<file path="src/rtl/core/lbc_pkg.sv">
// ----------------------------------------------------------------------------
// lbc_pkg: shared types and codes for the LRU block buffer cache
// Field widths, entry record, cell control groups and status/mode codes.
// ----------------------------------------------------------------------------
`default_nettype none

package lbc_pkg;

	// Default number of cache entries
	localparam int DEF_ENTRIES = 8;

	// Field widths
	localparam int MODE_W  = 2;
	localparam int DRIVE_W = 8;
	localparam int BLOCK_W = 16;
	localparam int INDEX_W = 3;
	localparam int STAT_W  = 3;
	localparam int TAG_W   = DRIVE_W + BLOCK_W;
	localparam int CNT_W   = 4;

	localparam logic [CNT_W-1:0] CNT_MAX = '1;

	// Request modes
	typedef enum logic [MODE_W-1:0] {
		MODE_ACQUIRE = 2'd0,
		MODE_MARK    = 2'd1,
		MODE_RELEASE = 2'd2
	} mode_t;

	// Result status codes
	typedef enum logic [STAT_W-1:0] {
		ST_VALID     = 3'd0,
		ST_FILL      = 3'd1,
		ST_RETRY     = 3'd2,
		ST_FULL      = 3'd3,
		ST_NOTLOCKED = 3'd4
	} status_t;

	// State of one cache entry, apart from its identity
	typedef struct packed {
		logic [TAG_W-1:0] tag;
		logic             busy;
		logic             valid;
		logic [CNT_W-1:0] cnt;
	} entry_t;

	// Registered request
	typedef struct packed {
		logic [MODE_W-1:0]  mode;
		logic [TAG_W-1:0]   tag;
		logic [INDEX_W-1:0] index;
	} req_t;

	// Per-cell update command
	typedef struct packed {
		logic load;   // take the broadcast entry and identity
		logic shift;  // take the contents of the upper neighbour
	} cell_cmd_t;

	// Per-cell lookup flags
	typedef struct packed {
		logic match;  // tag equals the request tag
		logic free;   // neither locked nor referenced
		logic idsel;  // identity equals the request index
	} cell_flags_t;

endpackage

`default_nettype wire

</file>
<file path="src/rtl/core/lbc_if.sv">
// ----------------------------------------------------------------------------
// lbc_if: request and response channels of the LRU block buffer cache
// Valid/ready channels; a transfer happens when valid and ready are both high.
// ----------------------------------------------------------------------------
`default_nettype none

interface lbc_req_if;
	logic                         valid;
	logic                         ready;
	logic [lbc_pkg::MODE_W-1:0]   mode;
	logic [lbc_pkg::DRIVE_W-1:0]  drive;
	logic [lbc_pkg::BLOCK_W-1:0]  block_addr;
	logic [lbc_pkg::INDEX_W-1:0]  buffer_index;

	modport source (output valid, mode, drive, block_addr, buffer_index, input ready);
	modport sink   (input valid, mode, drive, block_addr, buffer_index, output ready);
endinterface

interface lbc_rsp_if;
	logic                         valid;
	logic                         ready;
	logic [lbc_pkg::STAT_W-1:0]   status;
	logic [lbc_pkg::INDEX_W-1:0]  granted_index;

	modport source (output valid, status, granted_index, input ready);
	modport sink   (input valid, status, granted_index, output ready);
endinterface

`default_nettype wire

</file>
<file path="src/rtl/core/lbc_pick.sv">
// ----------------------------------------------------------------------------
// lbc_pick: priority pick of the highest set bit
// Returns the position of the highest set bit of a flag row and whether any is set.
// ----------------------------------------------------------------------------
`default_nettype none

module lbc_pick #(
	parameter int N = lbc_pkg::DEF_ENTRIES
) (
	input  wire logic [N-1:0]         vec,
	output logic      [$clog2(N)-1:0] pos,
	output logic                      any
);

	localparam int IW = $clog2(N);

	// Scan upwards so the highest set bit wins
	always_comb begin
		pos = '0;
		any = 1'b0;
		for (int i = 0; i < N; i++) begin
			if (vec[i]) begin
				pos = IW'(i);
				any = 1'b1;
			end
		end
	end

endmodule

`default_nettype wire

</file>
<file path="src/rtl/core/lbc_cell.sv">
// ----------------------------------------------------------------------------
// lbc_cell: one position of the recency chain
// Holds one entry and its identity; compares it against the request and
// loads a new entry or takes its upper neighbour's on a move.
// ----------------------------------------------------------------------------
`default_nettype none

module lbc_cell #(
	parameter int ENTRIES = lbc_pkg::DEF_ENTRIES,
	parameter int POS     = 0
) (
	input  wire logic                              clk,
	input  wire logic                              arst_n,
	input  wire lbc_pkg::cell_cmd_t                cmd,
	input  wire lbc_pkg::entry_t                   new_entry,
	input  wire logic [$clog2(ENTRIES)-1:0]        new_id,
	input  wire lbc_pkg::entry_t                   up_entry,
	input  wire logic [$clog2(ENTRIES)-1:0]        up_id,
	input  wire logic [lbc_pkg::TAG_W-1:0]         req_tag,
	input  wire logic [lbc_pkg::INDEX_W-1:0]       req_index,
	output lbc_pkg::entry_t                        entry,
	output logic      [$clog2(ENTRIES)-1:0]        id,
	output lbc_pkg::cell_flags_t                   flags
);

	localparam int IDX_W = $clog2(ENTRIES);
	localparam int CMP_W = (IDX_W > lbc_pkg::INDEX_W) ? IDX_W : lbc_pkg::INDEX_W;

	lbc_pkg::entry_t    entry_q;
	logic [IDX_W-1:0]   id_q;

	// Load, shift down from the neighbour, or hold
	always_ff @(posedge clk or negedge arst_n) begin
		if (!arst_n) begin
			entry_q <= '0;
			id_q    <= IDX_W'(POS);
		end else if (cmd.load) begin
			entry_q <= new_entry;
			id_q    <= new_id;
		end else if (cmd.shift) begin
			entry_q <= up_entry;
			id_q    <= up_id;
		end
	end

	// Local lookup against the current request
	always_comb begin
		flags.match = (entry_q.tag == req_tag);
		flags.free  = !entry_q.busy && (entry_q.cnt == '0);
		flags.idsel = (CMP_W'(id_q) == CMP_W'(req_index));
	end

	assign entry = entry_q;
	assign id    = id_q;

endmodule

`default_nettype wire

</file>
<file path="src/rtl/core/lru_block_buffer_cache.sv">
// ----------------------------------------------------------------------------
// lru_block_buffer_cache: tag and lock manager for a disk block buffer cache
// Each request is first registered; then all cells compare their tag and
// identity in parallel, priority pickers choose the hit, victim or
// addressed entry, and the cells update. The cells are kept in recency
// order, lowest position least recent; making an entry most recent
// shifts the cells above it down one place and puts it on top.
// A new request is taken while the previous result waits on the response
// channel; a request is executed once the response register is free. There
// is no clearing pass: the chain comes out of reset ready.
// ----------------------------------------------------------------------------
`default_nettype none

module lru_block_buffer_cache #(
	parameter int ENTRIES = lbc_pkg::DEF_ENTRIES
) (
	input  wire logic  clk,
	input  wire logic  arst_n,
	lbc_req_if.sink    req,
	lbc_rsp_if.source  rsp
);

	localparam int IDX_W = $clog2(ENTRIES);
	localparam int TOP   = ENTRIES - 1;

	lbc_pkg::req_t                 req_q;
	logic                          pend_q;
	logic                          rsp_valid_q;
	lbc_pkg::status_t              status_q;
	logic [lbc_pkg::INDEX_W-1:0]   gi_q;

	lbc_pkg::entry_t               cell_entry [ENTRIES];
	logic [IDX_W-1:0]              cell_id    [ENTRIES];
	lbc_pkg::cell_flags_t          cell_flags [ENTRIES];
	lbc_pkg::cell_cmd_t            cell_cmd   [ENTRIES];

	logic [ENTRIES-1:0]            match_vec;
	logic [ENTRIES-1:0]            free_rev;
	logic [ENTRIES-1:0]            idsel_vec;
	logic [IDX_W-1:0]              hit_pos;
	logic [IDX_W-1:0]              free_rev_pos;
	logic [IDX_W-1:0]              vic_pos;
	logic [IDX_W-1:0]              idx_pos;
	logic                          hit_any;
	logic                          free_any;
	logic                          idx_any;

	logic [IDX_W-1:0]              sel;
	lbc_pkg::entry_t               sel_e;
	logic [IDX_W-1:0]              sel_id;
	lbc_pkg::entry_t               new_e;
	lbc_pkg::status_t              status_d;
	logic [lbc_pkg::INDEX_W-1:0]   gi_d;
	logic                          upd;
	logic                          move;
	logic                          go;
	logic [lbc_pkg::CNT_W-1:0]     cnt_dec;

	// Handshake: take a request whenever none is pending
	assign req.ready = !pend_q;
	assign go        = pend_q && (!rsp_valid_q || rsp.ready);

	// Hold the request and the pending mark
	always_ff @(posedge clk or negedge arst_n) begin
		if (!arst_n) begin
			pend_q <= 1'b0;
			req_q  <= '0;
		end else begin
			if (req.valid && req.ready) begin
				pend_q      <= 1'b1;
				req_q.mode  <= req.mode;
				req_q.tag   <= {req.drive, req.block_addr};
				req_q.index <= req.buffer_index;
			end else if (go) begin
				pend_q <= 1'b0;
			end
		end
	end

	// Row of cells in recency order
	for (genvar p = 0; p < ENTRIES; p++) begin : g_cell
		if (p < TOP) begin : g_mid
			lbc_cell #(.ENTRIES(ENTRIES), .POS(p)) u_cell (
				.clk       (clk),
				.arst_n    (arst_n),
				.cmd       (cell_cmd[p]),
				.new_entry (new_e),
				.new_id    (sel_id),
				.up_entry  (cell_entry[p+1]),
				.up_id     (cell_id[p+1]),
				.req_tag   (req_q.tag),
				.req_index (req_q.index),
				.entry     (cell_entry[p]),
				.id        (cell_id[p]),
				.flags     (cell_flags[p])
			);
		end else begin : g_top
			lbc_cell #(.ENTRIES(ENTRIES), .POS(p)) u_cell (
				.clk       (clk),
				.arst_n    (arst_n),
				.cmd       (cell_cmd[p]),
				.new_entry (new_e),
				.new_id    (sel_id),
				.up_entry  (new_e),
				.up_id     (sel_id),
				.req_tag   (req_q.tag),
				.req_index (req_q.index),
				.entry     (cell_entry[p]),
				.id        (cell_id[p]),
				.flags     (cell_flags[p])
			);
		end

		assign match_vec[p]     = cell_flags[p].match;
		assign free_rev[TOP-p]  = cell_flags[p].free;
		assign idsel_vec[p]     = cell_flags[p].idsel;

		// Top takes the moved entry; cells from the selected one upwards shift down
		assign cell_cmd[p].load  = go && ((upd && !move && (sel == IDX_W'(p))) ||
			(move && (p == TOP)));
		assign cell_cmd[p].shift = go && move && (p < TOP) && (sel <= IDX_W'(p));
	end

	// Most recent hit, least recent free entry, addressed entry
	lbc_pick #(.N(ENTRIES)) u_pick_hit  (.vec(match_vec), .pos(hit_pos),      .any(hit_any));
	lbc_pick #(.N(ENTRIES)) u_pick_free (.vec(free_rev),  .pos(free_rev_pos), .any(free_any));
	lbc_pick #(.N(ENTRIES)) u_pick_idx  (.vec(idsel_vec), .pos(idx_pos),      .any(idx_any));

	assign vic_pos = IDX_W'(TOP) - free_rev_pos;

	// Choose the position the request acts on
	always_comb begin
		if (req_q.mode == lbc_pkg::MODE_ACQUIRE) begin
			sel = hit_any ? hit_pos : vic_pos;
		end else begin
			sel = idx_pos;
		end
	end

	assign sel_e   = cell_entry[sel];
	assign sel_id  = cell_id[sel];
	assign cnt_dec = (sel_e.cnt == '0) ? '0 : sel_e.cnt - 1'b1;

	// Decide the result and the entry update
	always_comb begin
		new_e    = sel_e;
		upd      = 1'b0;
		move     = 1'b0;
		status_d = lbc_pkg::ST_NOTLOCKED;
		gi_d     = req_q.index;
		unique case (req_q.mode)
			lbc_pkg::MODE_ACQUIRE: begin
				if (hit_any) begin
					gi_d = lbc_pkg::INDEX_W'(sel_id);
					if (sel_e.busy) begin
						status_d = lbc_pkg::ST_RETRY;
					end else begin
						upd        = 1'b1;
						new_e.busy = 1'b1;
						if (sel_e.cnt != lbc_pkg::CNT_MAX) begin
							new_e.cnt = sel_e.cnt + 1'b1;
						end
						status_d = sel_e.valid ? lbc_pkg::ST_VALID : lbc_pkg::ST_FILL;
					end
				end else if (free_any) begin
					upd         = 1'b1;
					new_e.tag   = req_q.tag;
					new_e.cnt   = lbc_pkg::CNT_W'(1);
					new_e.busy  = 1'b1;
					new_e.valid = 1'b0;
					status_d    = lbc_pkg::ST_FILL;
					gi_d        = lbc_pkg::INDEX_W'(sel_id);
				end else begin
					status_d = lbc_pkg::ST_FULL;
					gi_d     = '0;
				end
			end
			lbc_pkg::MODE_MARK: begin
				if (idx_any && sel_e.busy) begin
					upd         = 1'b1;
					new_e.valid = 1'b1;
					status_d    = lbc_pkg::ST_VALID;
				end
			end
			lbc_pkg::MODE_RELEASE: begin
				if (idx_any && sel_e.busy) begin
					upd        = 1'b1;
					new_e.busy = 1'b0;
					new_e.cnt  = cnt_dec;
					move       = (cnt_dec == '0);
					status_d   = lbc_pkg::ST_VALID;
				end
			end
			default: begin
				status_d = lbc_pkg::ST_NOTLOCKED;
			end
		endcase
	end

	// Response register: load on execute, drop on transfer
	always_ff @(posedge clk or negedge arst_n) begin
		if (!arst_n) begin
			rsp_valid_q <= 1'b0;
			status_q    <= lbc_pkg::ST_VALID;
			gi_q        <= '0;
		end else begin
			if (go) begin
				rsp_valid_q <= 1'b1;
				status_q    <= status_d;
				gi_q        <= gi_d;
			end else if (rsp.ready) begin
				rsp_valid_q <= 1'b0;
			end
		end
	end

	assign rsp.valid         = rsp_valid_q;
	assign rsp.status        = status_q;
	assign rsp.granted_index = gi_q;

endmodule

`default_nettype wire

</file>
<file path="src/flat_wrapper.sv">
// flat-port wrapper written by rule: the top's interface ports become plain ports
module lru_block_buffer_cache_flat 
#(
	parameter int ENTRIES = lbc_pkg::DEF_ENTRIES
)
  (clk, arst_n, req_valid, req_mode, req_drive, req_block_addr, req_buffer_index, req_ready, rsp_valid, rsp_status, rsp_granted_index, rsp_ready);
  lbc_req_if req_i ();
  lbc_rsp_if rsp_i ();
  input  wire logic clk;
  input  wire logic arst_n;
  input wire logic [$bits(req_i.valid)-1:0] req_valid;
  input wire logic [$bits(req_i.mode)-1:0] req_mode;
  input wire logic [$bits(req_i.drive)-1:0] req_drive;
  input wire logic [$bits(req_i.block_addr)-1:0] req_block_addr;
  input wire logic [$bits(req_i.buffer_index)-1:0] req_buffer_index;
  output wire logic [$bits(req_i.ready)-1:0] req_ready;
  output wire logic [$bits(rsp_i.valid)-1:0] rsp_valid;
  output wire logic [$bits(rsp_i.status)-1:0] rsp_status;
  output wire logic [$bits(rsp_i.granted_index)-1:0] rsp_granted_index;
  input wire logic [$bits(rsp_i.ready)-1:0] rsp_ready;
  assign req_i.valid = req_valid;
  assign req_i.mode = req_mode;
  assign req_i.drive = req_drive;
  assign req_i.block_addr = req_block_addr;
  assign req_i.buffer_index = req_buffer_index;
  assign req_ready = req_i.ready;
  assign rsp_valid = rsp_i.valid;
  assign rsp_status = rsp_i.status;
  assign rsp_granted_index = rsp_i.granted_index;
  assign rsp_i.ready = rsp_ready;
  lru_block_buffer_cache #(.ENTRIES(ENTRIES)) u_core (.clk(clk), .arst_n(arst_n), .req(req_i), .rsp(rsp_i));
endmodule
</file>
<file path="config.mk">
export PLATFORM = sky130hd
export DESIGN_NAME = lru_block_buffer_cache_flat
export DESIGN_NICKNAME = d
export VERILOG_FILES = /design/src/rtl/core/lbc_pkg.sv /design/src/rtl/core/lbc_if.sv /design/src/rtl/core/lbc_pick.sv /design/src/rtl/core/lbc_cell.sv /design/src/rtl/core/lru_block_buffer_cache.sv /design/src/flat_wrapper.sv
export SDC_FILE = /design/constraint.sdc
export NUM_CORES = 1
export LEC_CHECK = 0
export BUFFER_PORTS_ARGS = -buffer_cell sky130_fd_sc_hd__buf_2
export CORE_AREA = 8 8 298 300
export CTS_CLUSTER_SIZE = 25
export DETAILED_ROUTE_END_ITERATION = 10
export DIE_AREA = 0 0 306 308
export SLEW_MARGIN = 25
export SYNTH_ARGS = -nofsm -noshare
export SYNTH_HDL_FRONTEND = slang
export SYNTH_SLANG_ARGS = --single-unit
</file>
<file path="constraint.sdc">
create_clock -name clk -period 4.4 [get_ports clk]
set_clock_uncertainty 0.2 [all_clocks]
set_input_delay 0.44 -clock clk [delete_from_list [all_inputs] [get_ports clk]]
set_output_delay 0.44 -clock clk [all_outputs]
set_load 0.1 [all_outputs]
</file>
### Yosys cells after proc, flatten, opt, wreduce, memory -nomap -nowiden

Index checks and enable logic that the tools add are counted.
W data, S select, Z words.

* magnitude comparators: 8
* $add $sub $neg: 3
* equal/unequal tests: 26
* multiplexer cells: 116
* reductions and logical operators: 71
* bitwise logic cells: 1

Operators with widths (number)
* $mux W30: 17
* $eq A24 B24 Y1: 8
* $mux W3: 42
* $bmux W30 S3: 1
* $mux W24: 2
* $mux W1: 42
* $logic_not A4 Y1: 10
* $logic_and A1 B1 Y1: 36
* $eq A3 B3 Y1: 8
* $mux W4: 5
* $reduce_bool A2 Y1: 9
* $eq A3 B3 Y1 const B: 4
* $logic_not A1 Y1: 11
* $bmux W3 S3: 1
* $le A3 B3 Y1 const B: 3
* $pmux W4 S2: 1
* $eq A3 B2 Y1 const B: 2
* $le A3 B1 Y1 const B: 2
* $le A3 B2 Y1 const B: 2
* $pmux W1 S2: 3
* $pmux W3 S2: 1
* $add A4 B1 Y4 const B: 1
* $ge A4 B4 Y1 const B: 1
* $ne A4 B4 Y1 const B: 1
* other kinds (11): 12

* bits in registers: 301
* logic and storage cells: 272
* output and inout port bits: 8
* bits of input ports: 33

### Longest topological paths before layout

* word-level depth: 26
* depth in mapped cells: 23
* depth with buffers taken out: 17

### Modules after synthesis

Synthesis repeated with hierarchy kept, for this count alone.

* cells, all modules: 2200
* area, all modules: 19464.9 sq um

By module, submodules not included
* lbc_cell at u_core.g_cell[3].g_mid.u_cell ...: cells an instance 181, seq. area each 828.3 sq um, area an instance 1826.8 sq um, times used 3
* lbc_cell at u_core.g_cell[1].g_mid.u_cell ...: cells an instance 181, seq. area each 827.0 sq um, area an instance 1825.5 sq um, times used 3
* lru_block_buffer_cache: cells an instance 716, seq. area each 925.9 sq um, area an instance 4683.2 sq um, times used 1
* lbc_cell at u_core.g_cell[7].g_top.u_cell: cells an instance 181, seq. area each 829.5 sq um, area an instance 1828.0 sq um, times used 1
* lbc_cell at u_core.g_cell[0].g_mid.u_cell: cells an instance 181, seq. area each 825.8 sq um, area an instance 1824.2 sq um, times used 1
* lbc_pick: cells an instance 12, seq. area each 0.0 sq um, area an instance 57.6 sq um, times used 3

### Worst setup path after synthesis

OpenSTA, ideal clock, no wires.

* path type: reg-to-reg
* start: register u_core.req_q[24] (netlist name)
* end: register u_core.g_cell[6].g_mid.u_cell.entry_q, in the netlist u_core.g_cell[6].g_mid.u_cell.entry[2]
* arrival: 4.226 ns
* path buffers: 3
* clock period less this slack: 4.583 ns
* data required time: 4.043 ns
* stages on the path, launching flop included: 20
* library setup time: 0.157 ns
* setup slack: -0.183 ns
* path through: dfrtp_1 -> buf_4 -> xor2_1 -> nor4_1 -> nand4_1 -> o22ai_1 -> o211ai_1 -> a32oi_2 -> mux2i_1 -> mux2i_1 -> a22oi_2 -> inv_1 -> ha_1 -> o21bai_1 -> nand3_1 -> nor3_1 -> buf_2 -> buf_2 -> mux2i_1 -> mux2i_1

* cells in the longest elaborated chain, start to end: 25
* elaborated cells on any way between the ends: 58
* those cells by class: add/sub (2); order compare (1); eq/ne (10); mux (34); bitwise (1); reduce/logical (10)

RTL lines
* from (decl): RTL line lru_block_buffer_cache.sv:26 `lbc_pkg::req_t req_q;`
* $eq A24 B24 Y1: RTL line lbc_cell.sv:48 `flags.match = (entry_q.tag == req_tag);`
* $mux W1 (8 in a row): RTL line lbc_pick.sv:22 `if (vec[i]) begin`
* $mux W3: RTL line lru_block_buffer_cache.sv:134 `sel = hit_any ? hit_pos : vic_pos;`
* $mux W3: RTL line lru_block_buffer_cache.sv:133 `if (req_q.mode == lbc_pkg::MODE_ACQUIRE) begin`
* $not A3 Y4 (implied by the code): RTL line lru_block_buffer_cache.sv:140 `assign sel_e = cell_entry[sel];`
* $bmux W30 S3: RTL line lru_block_buffer_cache.sv:140
* $mux W30 (implied by the code) (2 in a row): RTL line lru_block_buffer_cache.sv:140
* $sub A4 B1 Y4 or $logic_not A4 Y1 (tied branches): RTL line lru_block_buffer_cache.sv:142 `assign cnt_dec = (sel_e.cnt == '0) ? '0 : sel_e.cnt - 1'b1;`
* $mux W4: RTL line lru_block_buffer_cache.sv:142
* $logic_not A4 Y1: RTL line lru_block_buffer_cache.sv:190 `move = (cnt_dec == '0);`
* $mux W1: RTL line lru_block_buffer_cache.sv:186 `if (idx_any && sel_e.busy) begin`
* $mux W1: RTL line lru_block_buffer_cache.sv:151 `unique case (req_q.mode)`
* $logic_not A1 Y1: RTL line lru_block_buffer_cache.sv:119 `assign cell_cmd[p].load = go && ((upd && !move && (sel == IDX_W'(p))) ||`
* $logic_and A1 B1 Y1 (3 in a row): RTL line lru_block_buffer_cache.sv:119
* $mux W30 or $reduce_bool A2 Y1 (tied branches)
* to (signal assigned): RTL line lbc_cell.sv:38 `entry_q <= new_entry;`
* to (signal assigned): RTL line lbc_cell.sv:41 `entry_q <= up_entry;`
* to (decl): RTL line lbc_cell.sv:29 `lbc_pkg::entry_t entry_q;`

Several ways; a longest one is shown, not always the timed one. The select of a mux whose other input is x is not followed.
A chain may end at the register's enable or synchronous reset.

### Worst setup path after layout

* start: register u_core.req_q[14] (netlist name)
* end: register u_core.g_cell[4].g_mid.u_cell.entry_q, in the netlist u_core.g_cell[4].g_mid.u_cell.entry[20]

* cells in the longest elaborated chain, start to end: 25
* elaborated cells on any way between the ends: 53
* those cells by class: add/sub (1); order compare (1); eq/ne (9); mux (31); bitwise (1); reduce/logical (10)

RTL lines (RTL line)
* $eq A24 B24 Y1: lbc_cell.sv:48
* $mux W1 (8 in a row): lbc_pick.sv:22
* $mux W3: lru_block_buffer_cache.sv:134
* $mux W3: lru_block_buffer_cache.sv:133
* $not A3 Y4 (implied by the code): lru_block_buffer_cache.sv:140
* $bmux W30 S3: lru_block_buffer_cache.sv:140
* $mux W30 (implied by the code) (2 in a row): lru_block_buffer_cache.sv:140
* $sub A4 B1 Y4 or $logic_not A4 Y1 (tied branches): lru_block_buffer_cache.sv:142
* $mux W4: lru_block_buffer_cache.sv:142
* $logic_not A4 Y1: lru_block_buffer_cache.sv:190
* $mux W1: lru_block_buffer_cache.sv:186
* $mux W1: lru_block_buffer_cache.sv:151
* $logic_not A1 Y1: lru_block_buffer_cache.sv:119
* $logic_and A1 B1 Y1 (3 in a row): lru_block_buffer_cache.sv:119
* $mux W30 or $reduce_bool A2 Y1 (tied branches)
* to (signal assigned): lbc_cell.sv:38
* to (signal assigned): lbc_cell.sv:41
* to (decl): lbc_cell.sv:29

Several ways; a longest one is shown, not always the timed one. The select of a mux whose other input is x is not followed.

==> summary.md <==
| Metric | Value |
|---|---|
| Status | finished with violations |
| Failing checks | negative setup slack |
| Initial antenna violation count | 0 |
| TritonCTS Buffers | 38 |
| Largest cells by area after synthesis | dfrtp_1, mux2i_1, nand2_1 |
| Flops & latches, synth | 301 |
| Met3 Track Usage GR | 3.133% |
| Number of antenna diodes | 0 |
| Area of the multi-input gates | 12230 µm² |
| DRC | 0 |
| Die Span Y | 308 µm |
| Final hold violations | 0 |
| Distinct cells, synth | 89 |
| Routed len/inst | 22.51 µm |
| Area leader, netlist | dfrtp_1 |
| Clk pin slew, worst setup/hold paths | 0.06 ns |
| Post-Route WL | 85860 µm |
| Pin count of the biggest net entering global routing | 94 |
| Most numerous cell in the Yosys netlist | dfrtp_1 |
| Critical path launch point type | register |
| DP Worst Slack | -0.9815 ns |
| Die Width | ~310 µm |
| Vias | 19520 |
| CTS tree | built |
| Vias per inst | 5.119 |
| Starting Density | 22.78% |
| Post-synthesis sequential area ratio | 39.34% |
| Syn. warnings | 0 |
| Mapped Avg Cell Area | 9.245 µm² |
| RSZ-0062 raised after global routing | true |
| Antenna-violating nets left | 0 |
| M1 GR Usage | a little over a fifth |
| Nets | about 2700 |
| GR Util met2 | a little over a quarter |
| Setup WS post-layout | -0.6237 ns |
| Post-synth EDFFs | 0 |
| F_max | 199.1 MHz |
| Initial drt markers | between 2000 and 2500 |
| Final setup violation count | 265 |
| Sink Count | 301 |
| Global-route usage over all layers | 16.91% |
| Full die area | 94250 µm² |
| Skew-Pair Late Insertion Delay | 0.59 ns |
| Overflow after GRT | 0 |
| Synth Instances | between 2000 and 2500 |
| Drt first pass iters | 6 |
| Clk buf depth | 3 |
| IO Port Bufs | 40 |
| GRT busiest layer | met2 |
| Worst endpoint required time | 4.65 ns |
| Worst Path Arrival | 5.27 ns |
| IO Pins | 41 |
| Syn-to-layout area delta | 54.22% |
| # H-tree levels | 2 |
| Final worst path period share | 114.2% |
| Synthesized area | 19180 µm² |
| Top cell type's share of synthesized area | a little under two fifths |
| Row cnt | around 110 |
| CORE AREA | about 84000 µm² |
| Global-route wire length before repair | around 120000 µm |
| Share of cells above drive strength 1 | 41.26% |
| Syn Nets | 2114 |
| Slew Limit Fails | 0 |
| Worst slew pin tran | 1.071 ns |
| CTS Root Cell | clkbuf_16 |
| FF/Latch Area | 7562 µm² |
| Vias in the first global route | approximately 19000 |
| Crit Path Class | register to register |
| Final GP Congestion | approximately 0.94 |
| HPWL Detailed | ~55000 µm |
| Top FF cell, synth | dfrtp_1 |
| Ys async rst share | 100.0% |
| Fillcell total | 8209 |
| Max Cap Viol | 0 |
| Crit path max fanout | 5 |
| Slew Limit Headroom | 28.59% |
| Hold crit path type | primary input to register |
| Post-synth top cells | dfrtp_1, nand2_1, mux2i_1 |
| Crit. End Element | register |
| Final min period | 5.024 ns |
[kinds of logic after synthesis]
group,Yosys count,synth area share [%]
AO/OA/AOI/OAI,381,14.09
XOR/XNOR,217,9.907
adder cells (fa/ha/maj),6,0.3913
buffers and inverters,235,5.837
flip-flops,301,39.34
multiplexers,262,14.05
AND/OR/NAND/NOR,673,16.38
[flip-flops by register name, summed over array words and instances (netlist names)]
register	flops
u_core.rsp.granted_index	3
u_core.g_cell.g_top.u_cell.id	3
u_core.pend_q	1
u_core.req_q	29
u_core.rsp.status	3
u_core.g_cell.g_mid.u_cell.id	21
u_core.g_cell.g_top.u_cell.entry	30
u_core.g_cell.g_mid.u_cell.entry	210
u_core.rsp.valid	1
[worst max-delay path, cell delays in order (launching register included)]
cell and delay (ns):
dfrtp_2 0.46, buf_12 0.15, xnor2_2 0.12, buf_4 0.17, nand4_1 0.20, nor4_2 0.23, buf_4 0.17, and3_4 0.20
buf_6 0.11, nor2_4 0.06, a32o_4 0.34, a21o_1 0.20, o31ai_1 0.25, a211oi_1 0.13, o211ai_1 0.20, inv_2 0.12
ha_4 0.19, o21bai_4 0.14, and3_4 0.28, buf_6 0.14, o211ai_1 0.14, buf_6 0.24, buf_12 0.16, mux2i_1 0.17
mux2i_1 0.10
[routing by layer]
layer / up-vias / routed length, µm
li1: 8644 / -
met1: 9574 / 34280
met2: 1018 / 38780
met3: 287 / 7133
met4: 0 / 5673
met5: - / 0
[placed cells by master, fill, tap and decap left out, types with 69 or more instances in the layout]
master and count:
buf_4 521, dfrtp_1 277, nand2_1 267, mux2i_1 201, nand3_1 129, xor2_1 110, nor2_1 86, inv_1 77
xnor2_1 73, buf_6 69
[stage by stage]
stage          cell area, µm²  TNS (ns)  utilization [%]  instances  hold slack, ns
2_1_floorplan           19230  -0.02272                -       2075        -0.05559
3_3_place_gp            24780   -188.09            29.42       3617          0.2603
3_5_place_dp            24780   -189.05            29.42       3617          0.2660
4_1_cts                 28340    -71.28            33.66       3779        0.003094
5_1_grt                 29580   -158.65            35.13       3814         0.02143
6_report                29580   -127.56            35.13       3814         0.02079
[worst paths after layout]
check	start	to	slack [ns]	cells past startpoint
worst max-delay path	u_core.req_q[14]$_DFFE_PN0P_	u_core.g_cell[4].g_mid.u_cell.entry[20]$_DFFE_PN0P_	-0.62	24
worst min-delay path	req_block_addr[2]	u_core.req_q[5]$_DFFE_PN0P_	0.02	2
worst max register to register	u_core.req_q[14]$_DFFE_PN0P_	u_core.g_cell[4].g_mid.u_cell.entry[20]$_DFFE_PN0P_	-0.62	24
worst min register to register	u_core.rsp.status[1]$_DFFE_PN0P_	u_core.rsp.status[1]$_DFFE_PN0P_	0.27	2
max in group asynchronous	arst_n	u_core.req_q[10]$_DFFE_PN0P_	2.64	3
min in group asynchronous	arst_n	u_core.g_cell[0].g_mid.u_cell.entry[5]$_DFFE_PN0P_	0.32	2
[timing repair]
| action | in CTS | in global routing |
|---|---|---|
| pin swaps | 71 | 69 |
| setup buffers | 54 | 37 |
| hold endpoints to repair | 118 | 0 |
| setup endpoints to repair | 268 | 267 |
| gates resized for setup | 267 | 215 |
| hold buffers | 31 | 0 |
| gates cloned | 12 | 11 |
[final cells by class]
cell class,count,share of cell area [%]
multi-input cells,1539,41.33
well taps,1090,4.610
inverters,79,1.002
clock inverters,11,0.5794
repair buffers,736,22.94
clock buffers,58,3.975
flip-flops and latches,301,25.56
Power is left out: the tool's default activity adds up to more than one toggle a clock period on the data nets, which glitch-free logic cannot reach.
